--- src/sv/igcf_pkg.sv ---
// ----------------------------------------------------------------------------
// igcf_pkg: shared types and constants for the instant gated config queue
// Opcodes, status codes, default sizes and the stream field widths.
// ----------------------------------------------------------------------------
package igcf_pkg;

    // Default number of ring slots (one slot always stays free).
    localparam int SLOTS_DEF        = 8;
    // Default stored payload width.
    localparam int PAYLOAD_BITS_DEF = 64;

    // Fixed field widths of the stream items.
    localparam int OP_W      = 2;
    localparam int INSTANT_W = 16;
    localparam int PAYLOAD_W = 64;
    localparam int STATUS_W  = 2;
    localparam int COUNT_W   = 3;

    // Slave tdata: release_instant, event_count, payload_in (96 bits, whole bytes).
    localparam int S_TDATA_W = 96;
    // Master tdata: payload_out, entry_count, zero fill up to 72 bits.
    localparam int M_TDATA_W = 72;

    typedef enum logic [OP_W-1:0] {
        OP_ENQUEUE = 2'd0,
        OP_DEQUEUE = 2'd1,
        OP_LATEST  = 2'd2,
        OP_CLEAR   = 2'd3
    } t_op;

    typedef enum logic [STATUS_W-1:0] {
        ST_DONE    = 2'd0,
        ST_FULL    = 2'd1,
        ST_EMPTY   = 2'd2,
        ST_NOT_DUE = 2'd3
    } t_status;

    // Result item as held in the output register.
    typedef struct packed {
        t_status                status;
        logic [PAYLOAD_W-1:0]   payload;
        logic [COUNT_W-1:0]     count;
    } t_result;

endpackage

--- src/sv/igcf_cell.sv ---
// ----------------------------------------------------------------------------
// igcf_cell: one storage cell of the queue chain
// Holds one release instant and one payload word, and loads the entry on its
// inputs (its neighbor's, or the new item for the first cell) whenever the chain shifts on an enqueue.
// ----------------------------------------------------------------------------
module igcf_cell #(
    parameter int PAYLOAD_BITS = igcf_pkg::PAYLOAD_BITS_DEF
) (
    input  logic                              i_clk,
    input  logic                              i_shift,
    input  logic [igcf_pkg::INSTANT_W-1:0]    i_instant,
    input  logic [PAYLOAD_BITS-1:0]           i_payload,
    output logic [igcf_pkg::INSTANT_W-1:0]    o_instant,
    output logic [PAYLOAD_BITS-1:0]           o_payload
);
    import igcf_pkg::*;

    logic [INSTANT_W-1:0]    r_instant;
    logic [PAYLOAD_BITS-1:0] r_payload;

    // Entry storage; contents are meaningless until the first shift reaches it.
    always_ff @(posedge i_clk) begin
        if (i_shift) begin
            r_instant <= i_instant;
            r_payload <= i_payload;
        end
    end

    assign o_instant = r_instant;
    assign o_payload = r_payload;

endmodule

--- src/sv/instant_gated_config_fifo.sv ---
// ----------------------------------------------------------------------------
// instant_gated_config_fifo: release-instant gated queue of payload words
// Each accepted item's result is registered and shown on the master side in the next cycle.
// Throughput: 1 item per cycle; a new item is taken whenever the output
// register is empty or its result is being taken in the same cycle.
// The rate is set by the single head select and 16-bit due compare.
// Reset (synchronous, active low) empties the queue and the output register.
// ----------------------------------------------------------------------------
module instant_gated_config_fifo #(
    parameter int SLOTS        = igcf_pkg::SLOTS_DEF,
    parameter int PAYLOAD_BITS = igcf_pkg::PAYLOAD_BITS_DEF
) (
    input  logic                              i_clk,
    input  logic                              i_rst_n,
    // Input items
    input  logic                              s_axis_tvalid,
    output logic                              s_axis_tready,
    // [15:0] release_instant, [31:16] event_count, [95:32] payload_in
    input  logic [igcf_pkg::S_TDATA_W-1:0]    s_axis_tdata,
    // [1:0] opcode
    input  logic [igcf_pkg::OP_W-1:0]         s_axis_tuser,
    // Result items
    output logic                              m_axis_tvalid,
    input  logic                              m_axis_tready,
    // [63:0] payload_out, [66:64] entry_count, [71:67] zero
    output logic [igcf_pkg::M_TDATA_W-1:0]    m_axis_tdata,
    // [1:0] status
    output logic [igcf_pkg::STATUS_W-1:0]     m_axis_tuser
);
    import igcf_pkg::*;

    localparam int CELLS = SLOTS - 1;
    localparam int CW    = $clog2(SLOTS);
    localparam logic [CW-1:0] FULL_COUNT = CW'(SLOTS - 1);

    // Unpacked input fields.
    t_op                     w_op;
    logic [INSTANT_W-1:0]    w_instant;
    logic [INSTANT_W-1:0]    w_event;
    logic [PAYLOAD_BITS-1:0] w_payload;
    logic                    w_accept;

    assign w_op      = t_op'(s_axis_tuser);
    assign w_instant = s_axis_tdata[15:0];
    assign w_event   = s_axis_tdata[31:16];
    assign w_payload = s_axis_tdata[32 +: PAYLOAD_BITS];
    assign w_accept  = s_axis_tvalid && s_axis_tready;

    // Queue fill level and output register.
    logic [CW-1:0] r_count, n_count;
    logic          r_valid;
    t_result       r_result, n_result;

    // Chain of cells: cell 0 always holds the newest entry, the head sits
    // at cell count-1.
    logic                    w_shift;
    logic [INSTANT_W-1:0]    w_cell_inst [CELLS];
    logic [PAYLOAD_BITS-1:0] w_cell_pay  [CELLS];

    generate
        for (genvar k = 0; k < CELLS; k++) begin : g_cell
            if (k == 0) begin : g_first
                igcf_cell #(.PAYLOAD_BITS(PAYLOAD_BITS)) u_cell (
                    .i_clk     (i_clk),
                    .i_shift   (w_shift),
                    .i_instant (w_instant),
                    .i_payload (w_payload),
                    .o_instant (w_cell_inst[k]),
                    .o_payload (w_cell_pay[k])
                );
            end else begin : g_next
                igcf_cell #(.PAYLOAD_BITS(PAYLOAD_BITS)) u_cell (
                    .i_clk     (i_clk),
                    .i_shift   (w_shift),
                    .i_instant (w_cell_inst[k-1]),
                    .i_payload (w_cell_pay[k-1]),
                    .o_instant (w_cell_inst[k]),
                    .o_payload (w_cell_pay[k])
                );
            end
        end
    endgenerate

    // Head entry and its serial-number due test.
    logic [CW-1:0]           w_head_idx;
    logic [INSTANT_W-1:0]    w_diff;
    logic                    w_due;
    logic                    w_empty;
    logic                    w_full;

    assign w_empty    = (r_count == '0);
    assign w_full     = (r_count == FULL_COUNT);
    assign w_head_idx = r_count - CW'(1);
    assign w_diff     = w_cell_inst[w_head_idx] - w_event;
    assign w_due      = (w_diff == '0) || w_diff[INSTANT_W-1];
    assign w_shift    = w_accept && (w_op == OP_ENQUEUE) && !w_full;

    // Per-opcode next count and result.
    logic [8:0] w_count_wide;

    always_comb begin
        n_count          = r_count;
        n_result.status  = ST_DONE;
        n_result.payload = '0;
        case (w_op)
            OP_ENQUEUE: begin
                if (w_full) begin
                    n_result.status = ST_FULL;
                end else begin
                    n_count = r_count + CW'(1);
                end
            end
            OP_DEQUEUE: begin
                if (w_empty) begin
                    n_result.status = ST_EMPTY;
                end else if (w_due) begin
                    n_result.payload = PAYLOAD_W'(w_cell_pay[w_head_idx]);
                    n_count          = r_count - CW'(1);
                end else begin
                    n_result.status = ST_NOT_DUE;
                end
            end
            OP_LATEST: begin
                if (w_empty) begin
                    n_result.status = ST_EMPTY;
                end else begin
                    n_result.payload = PAYLOAD_W'(w_cell_pay[0]);
                end
            end
            OP_CLEAR: begin
                n_count = '0;
            end
            default: begin
                n_count = r_count;
            end
        endcase
        w_count_wide   = 9'(n_count);
        n_result.count = w_count_wide[COUNT_W-1:0];
    end

    // Fill level and output valid.
    always_ff @(posedge i_clk) begin
        if (!i_rst_n) begin
            r_count <= '0;
            r_valid <= 1'b0;
        end else begin
            if (w_accept) begin
                r_count <= n_count;
                r_valid <= 1'b1;
            end else if (m_axis_tready) begin
                r_valid <= 1'b0;
            end
        end
    end

    // Result payload register.
    always_ff @(posedge i_clk) begin
        if (w_accept) begin
            r_result <= n_result;
        end
    end

    assign s_axis_tready = !r_valid || m_axis_tready;
    assign m_axis_tvalid = r_valid;
    assign m_axis_tdata  = {5'd0, r_result.count, r_result.payload};
    assign m_axis_tuser  = r_result.status;

    // Checks on the queue bookkeeping.
    a_count_bound: assert property (@(posedge i_clk) disable iff (!i_rst_n)
        r_count <= FULL_COUNT)
        else $error("queue fill level beyond capacity");

    a_enqueue_grows: assert property (@(posedge i_clk) disable iff (!i_rst_n)
        (w_accept && w_op == OP_ENQUEUE && !w_full) |=> (r_count == $past(r_count) + CW'(1)))
        else $error("stored enqueue did not grow the queue");

    a_clear_empties: assert property (@(posedge i_clk) disable iff (!i_rst_n)
        (w_accept && w_op == OP_CLEAR) |=> (r_count == '0))
        else $error("clear item left entries behind");

    a_zero_payload: assert property (@(posedge i_clk) disable iff (!i_rst_n)
        (r_valid && r_result.status != ST_DONE) |-> (r_result.payload == '0))
        else $error("payload not zero on a failing status");

endmodule

--- config.mk ---
export PLATFORM = sky130hd
export DESIGN_NAME = instant_gated_config_fifo
export DESIGN_NICKNAME = d
export VERILOG_FILES = /design/src/sv/igcf_pkg.sv /design/src/sv/igcf_cell.sv /design/src/sv/instant_gated_config_fifo.sv
export SDC_FILE = /design/constraint.sdc
export NUM_CORES = 1
export LEC_CHECK = 0
export ABC_CLOCK_PERIOD_IN_PS = 51600
export BUFFER_PORTS_ARGS = -buffer_cell sky130_fd_sc_hd__buf_2
export CAP_MARGIN = 20
export CELL_PAD_IN_SITES_DETAIL_PLACEMENT = 1
export CELL_PAD_IN_SITES_GLOBAL_PLACEMENT = 1
export CORE_MARGIN = 10
export CORE_UTILIZATION = 55
export CTS_BUF_LIST = sky130_fd_sc_hd__clkbuf_4 sky130_fd_sc_hd__clkbuf_8 sky130_fd_sc_hd__clkbuf_16
export CTS_CLUSTER_SIZE = 40
export DETAILED_ROUTE_END_ITERATION = 8
export GPL_TIMING_DRIVEN = 1
export PLACE_DENSITY_LB_ADDON = 0.25
export SYNTH_ARGS = -nofsm -noshare
export SYNTH_HDL_FRONTEND = slang
export SYNTH_SLANG_ARGS = --single-unit
export TNS_END_PERCENT = 30
--- constraint.sdc ---
create_clock -name i_clk -period 51.6 [get_ports i_clk]
set_input_delay 2.58 -clock i_clk [delete_from_list [all_inputs] [get_ports i_clk]]
set_output_delay 2.58 -clock i_clk [all_outputs]
set_load 0.01 [all_outputs]
Yosys cells after proc, flatten, opt, wreduce, memory -nomap -nowiden
Index checks and enable logic that the tools add are counted.
W data, S select, Z words.
Word-level totals
  word-level logic and storage cells: 60
  register bits after elaboration: 633
  input bits: 102
Cells by class
  equal/unequal tests: 4
  reduce and logical (&&, ||, !) cells: 11
  mux-type cells: 21
  bitwise operators: 1
  $add $sub $neg: 3
  magnitude comparators: 1
Operators with widths (count)
  $mux W64: 5
  $bmux W64 S3: 1
  $pmux W64 S2: 1
  $bmux W16 S3: 1
  $mux W16: 2
  $logic_not A16 Y1: 1
  $sub A16 B16 Y16: 1
  $mux W3: 3
  $pmux W3 S3: 1
  $mux W2: 3
  $pmux W2 S3: 1
  $eq A2 B2 Y1 const B: 2
  $ge A4 B4 Y1 const B: 1
  $not A3 Y4: 1
  $add A3 B1 Y3 const B: 1
  $eq A3 B3 Y1 const B: 1
  $logic_and A1 B1 Y1: 3
  $logic_not A3 Y1: 1
  $mux W1: 3
  $sub A3 B1 Y3 const B: 1
  $eq A2 B1 Y1 const B: 1
  $logic_not A1 Y1: 2
  $logic_not A2 Y1: 1
  $logic_or A1 B1 Y1: 2
  $reduce_bool A2 Y1: 1

Depth between registers and ports, before layout
Gate-level depths: netlist of the first run.
  depth after elaboration: 11
  gate-level depth with buffers: 25
  gate-level depth less buffers: 17

By module
Synthesis of the first run repeated with hierarchy kept, for this count alone.
Unflattened totals
  cells, all modules: 1671
  area, all modules: 25943.6 sq um
By module, submodules not included
  igcf_cell: cells each 80, instances 7, area an instance 2402.3 sq um
  instant_gated_config_fifo: cells each 1111, instances 1, area an instance 9127.5 sq um

Worst setup path before layout of the first run
OpenSTA, ideal clock, no wires.
  path kind: input-to-reg
  start point: in m_axis_tready
  end point: reg g_cell[0].g_first.u_cell.r_instant[0] (enable)
  data required time: 50598 ps
  stages on the path: 4
  arrival time: 17090 ps
  setup slack: 33507 ps
  path through: nand2b_1 -> nand2_1 -> inv_1 -> and3_1
On the way
  longest elaborated chain between the ends: 4
RTL lines
  start, declared: RTL line instant_gated_config_fifo.sv:24  | input logic m_axis_tready,
  $logic_or A1 B1 Y1: RTL line instant_gated_config_fifo.sv:163  | assign s_axis_tready = !r_valid || m_axis_tready;
  $logic_and A1 B1 Y1: RTL line instant_gated_config_fifo.sv:47  | assign w_accept = s_axis_tvalid && s_axis_tready;
  net w_accept: RTL line instant_gated_config_fifo.sv:41  | logic w_accept;
  $logic_and A1 B1 Y1 (2 in a row): RTL line instant_gated_config_fifo.sv:96  | assign w_shift = w_accept && (w_op == OP_ENQUEUE) && !w_full;
  net g_cell[0].g_first.u_cell.i_shift: RTL line igcf_cell.sv:10  | input logic i_shift,
  end signal, assigned: RTL line igcf_cell.sv:24  | r_instant <= i_instant;
  end, declared: RTL line igcf_cell.sv:18  | logic [INSTANT_W-1:0] r_instant;
The timed path passes the listed nets, and every way through them passes these cells.
A chain may end at the register's enable or synchronous reset.

==> results of run 1 <==
[logic make-up after synthesis]
logic type	count (synthesis)	share of synthesized area, %
xor+xnor	7	0.237
compound gates	358	8.10
other cells	1	0.0145
fa+ha+maj	24	1.19
buf+inv	138	2.17
flops	633	73.4
mux	98	7.74
simple gates	424	7.19
[layer usage]
metal  GRT usage, %  vias up  share of wire (%)
met5              0        -                  0
met4           6.95        0                2.5
met3           4.09      118                5.9
met2           38.3      535                 51
met1           29.4     7919                 41
li1               -     6739                  -
[placed cells by master, fill, tap and decap left out, drive strengths merged, types with 15 or more instances in the layout]
cell type and count:
a31oi 66, clkbuf 83, nand2 216, clkinv 31, o21ai 83, buf 191, and2 68, a221oi 15
ha 23, inv 29, mux4 80, mux2 15, a21oi 149, nor2 107, edfxtp 629
[area by class of cell]
cell class              count  area [um^2]
repair buffers            191         1040
clock inverters            33          180
fillers                  4232        17200
inverters                  29          118
clock buffers              83         1860
flip-flops and latches    633        19000
well taps                 607          759
multi-input cells         916         6400
[worst paths after layout]
kind	slack, ns	to	startpoint
worst max-delay path	44.27	m_axis_tdata[38]	r_count[0]
worst min-delay path	0.44	g_cell[2].g_next.u_cell.o_instant[3]	g_cell[1].g_next.u_cell.o_instant[3]
worst max register to register	44.27	m_axis_tdata[38]	r_count[0]
worst min register to register	0.44	g_cell[2].g_next.u_cell.o_instant[3]	g_cell[1].g_next.u_cell.o_instant[3]
[flip-flops by register name, indices dropped and copies added (netlist names)]
| name | count |
|---|---|
| g_cell.g_next.u_cell.o_payload | 384 |
| g_cell.g_next.u_cell.o_instant | 96 |
| m_axis_tdata | 67 |
| g_cell.g_first.u_cell.o_payload | 64 |
| g_cell.g_first.u_cell.o_instant | 16 |
| r_count | 3 |
| m_axis_tuser | 2 |
| m_axis_tvalid | 1 |
[cells in the mapped netlist, drive strengths merged, types with 2 or more instances]
cell type    n  area [um^2]
a2111oi      3         26.3
a211o        5         43.8
a211oi       3         22.5
a21o         5         37.5
a21oi      149          746
a221o        3         30.0
a221oi      15          138
a31oi       66          413
and2        68          428
and3         3         18.8
buf         27          145
clkbuf      82          308
dfxtp        4         80.1
edfxtp     629        18900
ha          23          288
inv         28          105
mux2        15          169
mux2i        3         30.0
mux4        80         1800
nand2      216          811
nand2b       6         37.5
nand3        8         40.0
nand4        3         18.8
nor2       107          402
nor2b        2         12.5
nor3         6         30.0
nor4b        2         32.5
o2111ai      3         26.3
o211ai       7         57.6
o21a         5         37.5
o21ai       83          419
o31ai        2         15.0
xnor2        5         43.8
xor2         2         17.5
[worst reg2reg max path, delay by kind of cell (launching register included)]
family          cells  cell delay, ns
flops               1            0.35
simple gates        6            1.59
fa+ha+maj           2            0.78
compound gates      5            1.32
buf+inv             4            2.47
xor+xnor            1            0.68
[power breakdown]
| part | internal, W | switching (W) |
|---|---|---|
| logic | 0.0000314 | 0.0000561 |
| registers | 0.000580 | 0.00000799 |
| clock network | 0.000259 | 0.000194 |
| total | 0.000870 | 0.000258 |
[metrics by stage]
| stage | cells | total power (W) |
|---|---|---|
| finish | 2492 | 0.00113 |
| global route | 2492 | 0.00117 |
| CTS | 2491 | 0.00114 |
| detailed placement | 2375 | 0.000685 |
| global placement | 2375 | 0.000680 |
| floorplan | 1687 | 0.000662 |
==> impl_metrics.toml, run 1 <==
[yosys]
ys_types = 58
synth_edf_count = 629
yosys_warnings = 0
yosys_register_bits = 633
postSynth.asyncResetShare_pct = 0
syn_inst = 1683
synth_area_per_cell_um2 = 15.4
synth_flop_cell = "edfxtp_1"
ys_seq_area_share_pct = 73.4
syn-cell-area_mm2 = 0.0259

[cts]
postCtsResizedCells = 0
cts-root-buf = "clkbuf_16"
htreeDepth = 3
cts_buffer_depth = 3
clock-sinks = 633
numCtsBuffers = 67
cts_setup_buffers = 0
postCtsHoldBufs = 0
tritoncts = "done"
clkTransAtPathRegs_ns = 0.06
clk-insertion-delay-late_ns = 0.59

[timing]
setup_viol = 0
timing.final.crit_share_pct = 14.2
drv_slew = 0
rsz0062_at_grt = "false"
worst_slack_ns = 44.27
fin_crit_ns = 7.33
skew_ns = 0.0202
max_slew_margin_pct = 17.6
hold_violations = 0
timing.fmax_ghz = 0.136
fin_setup_tns_ns = 0
hold_slack_ns = 0.441
timing_worst_slew_pin_value_ns = 1.24

[global_route]
grt_pass1_vias = 16584
antenna_found_initial = 0
grt-ovfl-total = 0
grt_pass1_wl_um = 99200
grt_max_degree = 194
grt_use_total_pct = 22.6

[setup_path]
cp_num_cells = 18
path_class = "reg -> reg"
startpoint_type = "flop"
crit_arrival_ns = 7.77
crit_path_max_fanout = 72
crit_buf_inv = 4
critical-path-max-stage-delay_ns = 0.92
reg2reg_depth = 18
path_cells = "inv_8 -> ha_1 -> xor2_4 -> buf_4 -> buf_4 -> nor2_1 -> nor2_1 -> ha_1 -> a21oi_1 -> nor2_1 -> o31ai_1 -> o2111ai_1 -> or4_4 -> nor4b_4 -> o211ai_4 -> buf_4 -> o21ai_0 -> and2_1"
crit_path_end_kind = "flop"
critical_path.slowest_cell = "buf_4"
cpLargestDelayFamily = "buffers and inverters"
cp_data_required_time_ns = 52.04

[placed_design]
postPlaceCellArea_mm2 = 0.0273
portBuffers = 172
place_congestion = 0.833
dp_slack_ns = 44.00
dp_hpwl_um = 38000

[routing]
via_per_inst = 6.14
wire_per_inst_um = 25.7
drt_iter0_drc = 1536
drc_errors = 0
postRouteAntennaNets = 0
drtPass1Iterations = 5
route.vias.total = 15311
wl_um = 64100

[floorplanning]
die_w_um = 237
core_mm2 = 0.0466
pin_count = 178
dieArea_mm2 = 0.0561
start_util_pct = 55.5
num_rows = 79
die_y_um = 237

[pwr]
power_density_mw_per_mm2 = 38.5
ir_drop_mv = 0.0368
p_leak_nw = 10.1

[layout]
syn2layout_area_growth_pct = 13.4
final_cell_area_mm2 = 0.0293
nets = 1964
antenna_cells = 0
drive_gt1_share_pct = 21.1
fin_util_pct = 63.0

[min_path]
min_path_type = "reg -> reg"
hold_depth = 0

[flow_run]
max_cap_violations = 0

[run_status]
outcome = "complete, no violations"
No activity file was read; power rests on OpenSTA's default activity.
==> run 2, diff against run 1 <==
--- a/config.mk
+++ b/config.mk
@@ -5,13 +5,13 @@
 export SDC_FILE = /design/constraint.sdc
 export NUM_CORES = 1
 export LEC_CHECK = 0
-export ABC_CLOCK_PERIOD_IN_PS = 51600
+export ABC_CLOCK_PERIOD_IN_PS = 7320
 export BUFFER_PORTS_ARGS = -buffer_cell sky130_fd_sc_hd__buf_2
 export CAP_MARGIN = 20
 export CELL_PAD_IN_SITES_DETAIL_PLACEMENT = 1
 export CELL_PAD_IN_SITES_GLOBAL_PLACEMENT = 1
 export CORE_MARGIN = 10
-export CORE_UTILIZATION = 55
+export CORE_UTILIZATION = 51
 export CTS_BUF_LIST = sky130_fd_sc_hd__clkbuf_4 sky130_fd_sc_hd__clkbuf_8 sky130_fd_sc_hd__clkbuf_16
 export CTS_CLUSTER_SIZE = 40
 export DETAILED_ROUTE_END_ITERATION = 8
==> constraint.sdc (replaced) <==
create_clock -name i_clk -period 7.32 [get_ports i_clk]
set_input_delay 0.366 -clock i_clk [delete_from_list [all_inputs] [get_ports i_clk]]
set_output_delay 0.366 -clock i_clk [all_outputs]
set_load 0.01 [all_outputs]
==> run 2 against run 1 <==
  * Global-route usage is 2.0 points lower
  * Via count increased by 0.37%
  * Worst setup slack worse by 43 ns
  * First-iteration DRC count is 16% lower
  * Maximum frequency grew 16%
  * Wire length down 2.0%
  * Clock power rose to 7.6 times the previous value
  * Register-to-register slack worse by 43 ns
  * Final cell count is 6.1% higher
  * Sequential share of layout area shrank 2.3 points
  * Total power grew to 7.3 times the previous value
  * Critical path type unchanged
  * Largest cell class unchanged
  * Highest routed layer unchanged
==> impl_metrics.toml, run 2 (synthesis results as in run 1) <==
[layout]
antenna_cells = 0
final_cell_count_no_fill = 2643
final_cell_area_mm2 = 0.0304
largest_reg_flops = 384
nets = 2048
syn2layout_area_growth_pct = 17.5
mostFrequentLayoutCells = "edfxtp_1, nand2_1, buf_2, a21oi_1, nor2_1"
final_common_cell = "edfxtp_1"
drive_gt1_share_pct = 20.9

[min_path]
hp-start = "s_axis_tvalid"
min_path_type = "in -> reg"
hold_path_end = "m_axis_tvalid"
hold_depth = 3

[setup_path]
ff2ff_setup_slack_ns = 1.02
crit_path_max_fanout = 76
critical-path-max-stage-delay_ns = 0.85
critical_path.most_common_cell = "buf_4"
reg2reg_from = "r_count[0]"
critical_path.slowest_cell = "o211ai_4"
startpoint_type = "flop"
crit_arrival_ns = 6.65
r2r-end = "m_axis_tdata[17]"
crit_path_end_kind = "flop"
cp_data_required_time_ns = 7.67
path_cells = "inv_8 -> ha_4 -> nor2b_1 -> buf_4 -> a221oi_1 -> nor2_1 -> ha_1 -> a21oi_1 -> o21ai_1 -> a2111oi_0 -> a211oi_1 -> o31ai_1 -> nor4b_4 -> o211ai_4 -> buf_4 -> o21ai_0 -> and2_1"
path_class = "reg -> reg"
reg2reg_depth = 17

[global_route]
grt-busiest-layer = "met2"
grt_pass1_wl_um = 96700
grt-ovfl-total = 0
met3_usage_pct = 3.59
grtUsageMet2_pct = 34.3
antenna_found_initial = 1
grtUsageMet1_pct = 27.6
grt_pass1_vias = 16434
grt_max_degree = 178
grt_use_total_pct = 20.6

[cts]
clock-sinks = 633
numCtsBuffers = 68
cts_setup_buffers = 0
htreeDepth = 3
tritoncts = "done"
clkTransAtPathRegs_ns = 0.06
cts-root-buf = "clkbuf_16"
cts_buffer_depth = 3
clk-insertion-delay-late_ns = 0.60

[pwr]
p_leak_nw = 10.6
power_density_mw_per_mm2 = 271
ir_drop_mv = 0.259

[routing]
route.vias.total = 15367
wl_um = 62800
drt_iter0_drc = 1294
drtPass1Iterations = 5
wire_per_inst_um = 23.8
postRouteAntennaNets = 0
drc_errors = 0
via_per_inst = 5.81

[timing]
fin_setup_tns_ns = 0
timing.final.crit_share_pct = 86.0
fin_crit_ns = 6.30
max_slew_margin_pct = 28.5
rsz0062_at_grt = "false"
timing_worst_slew_pin_value_ns = 1.07
skew_ns = 0.0245
hold_violations = 0
drv_slew = 0
setup_viol = 0
timing.fmax_ghz = 0.159

[floorplanning]
die_y_um = 245
num_rows = 82
pin_count = 178
dieArea_mm2 = 0.0601
start_util_pct = 51.5
core_mm2 = 0.0502
die_w_um = 245

[placed_design]
place_congestion = 0.836
place_inst = 2444
dp_hpwl_um = 35900
portBuffers = 172
postPlaceCellArea_mm2 = 0.0274

[run_status]
outcome = "complete, no violations"

[flow_run]
max_cap_violations = 0
-- run 2: how the worst max path moves through the flow --
stage                     startpoint                to  slack [ns]
after floorplan           r_count[0]  m_axis_tdata[66]        0.91
after global placement    r_count[0]  m_axis_tdata[52]        1.27
after detailed placement  r_count[0]  m_axis_tdata[17]        1.06
after CTS                 r_count[0]  m_axis_tdata[17]        0.97
after global routing      r_count[0]  m_axis_tdata[17]        0.57
final                     r_count[0]  m_axis_tdata[17]        1.02
-- run 2: routing by layer --
metal  up-vias  wire length, um
met2       419            31800
met3        77             2840
li1       6904                -
met4         0             1220
met5         -                0
met1      7967            27000
-- run 2: power by group --
group          internal, W  switching, W
clock              0.00202       0.00142
combinational     0.000249      0.000398
sequential         0.00408     0.0000541
total              0.00635       0.00187
-- run 2: what timing repair did --
action | 4_1_cts | 5_1_grt
endpoints found under the hold margin | 80 | 0
hold buffers | 80 | 0
resized for setup | 0 | 0
-- run 2: metrics by stage --
stage	total power [W]	hold slack, ns	worst slack, ns	utilization (%)
2_1_floorplan	0.00462	0.420	0.905	-
3_3_place_gp	0.00480	0.424	1.27	54.6
3_5_place_dp	0.00482	0.430	1.06	54.6
4_1_cts	0.00828	0.00754	0.971	60.6
5_1_grt	0.00850	0.0220	0.575	60.6
6_report	0.00822	0.0332	1.02	60.6
-- run 2: worst max-delay path, delay by kind of cell (launching register included) --
family,cells,cell delay (ns)
compound gates,8,2.49
buf+inv,3,1.25
simple gates,4,1.01
fa+ha+maj,2,0.89
flops,1,0.35
-- run 2: final cells by class --
| cell class | count | area, um^2 |
|---|---|---|
| Clock inverter | 35 | 354 |
| Fill cell | 4598 | 19800 |
| Timing Repair Buffer | 274 | 1850 |
| Multi-Input combinational cell | 916 | 6400 |
| Sequential cell | 633 | 19000 |
| Tap cell | 672 | 841 |
| Inverter | 29 | 120 |
| Clock buffer | 84 | 1850 |
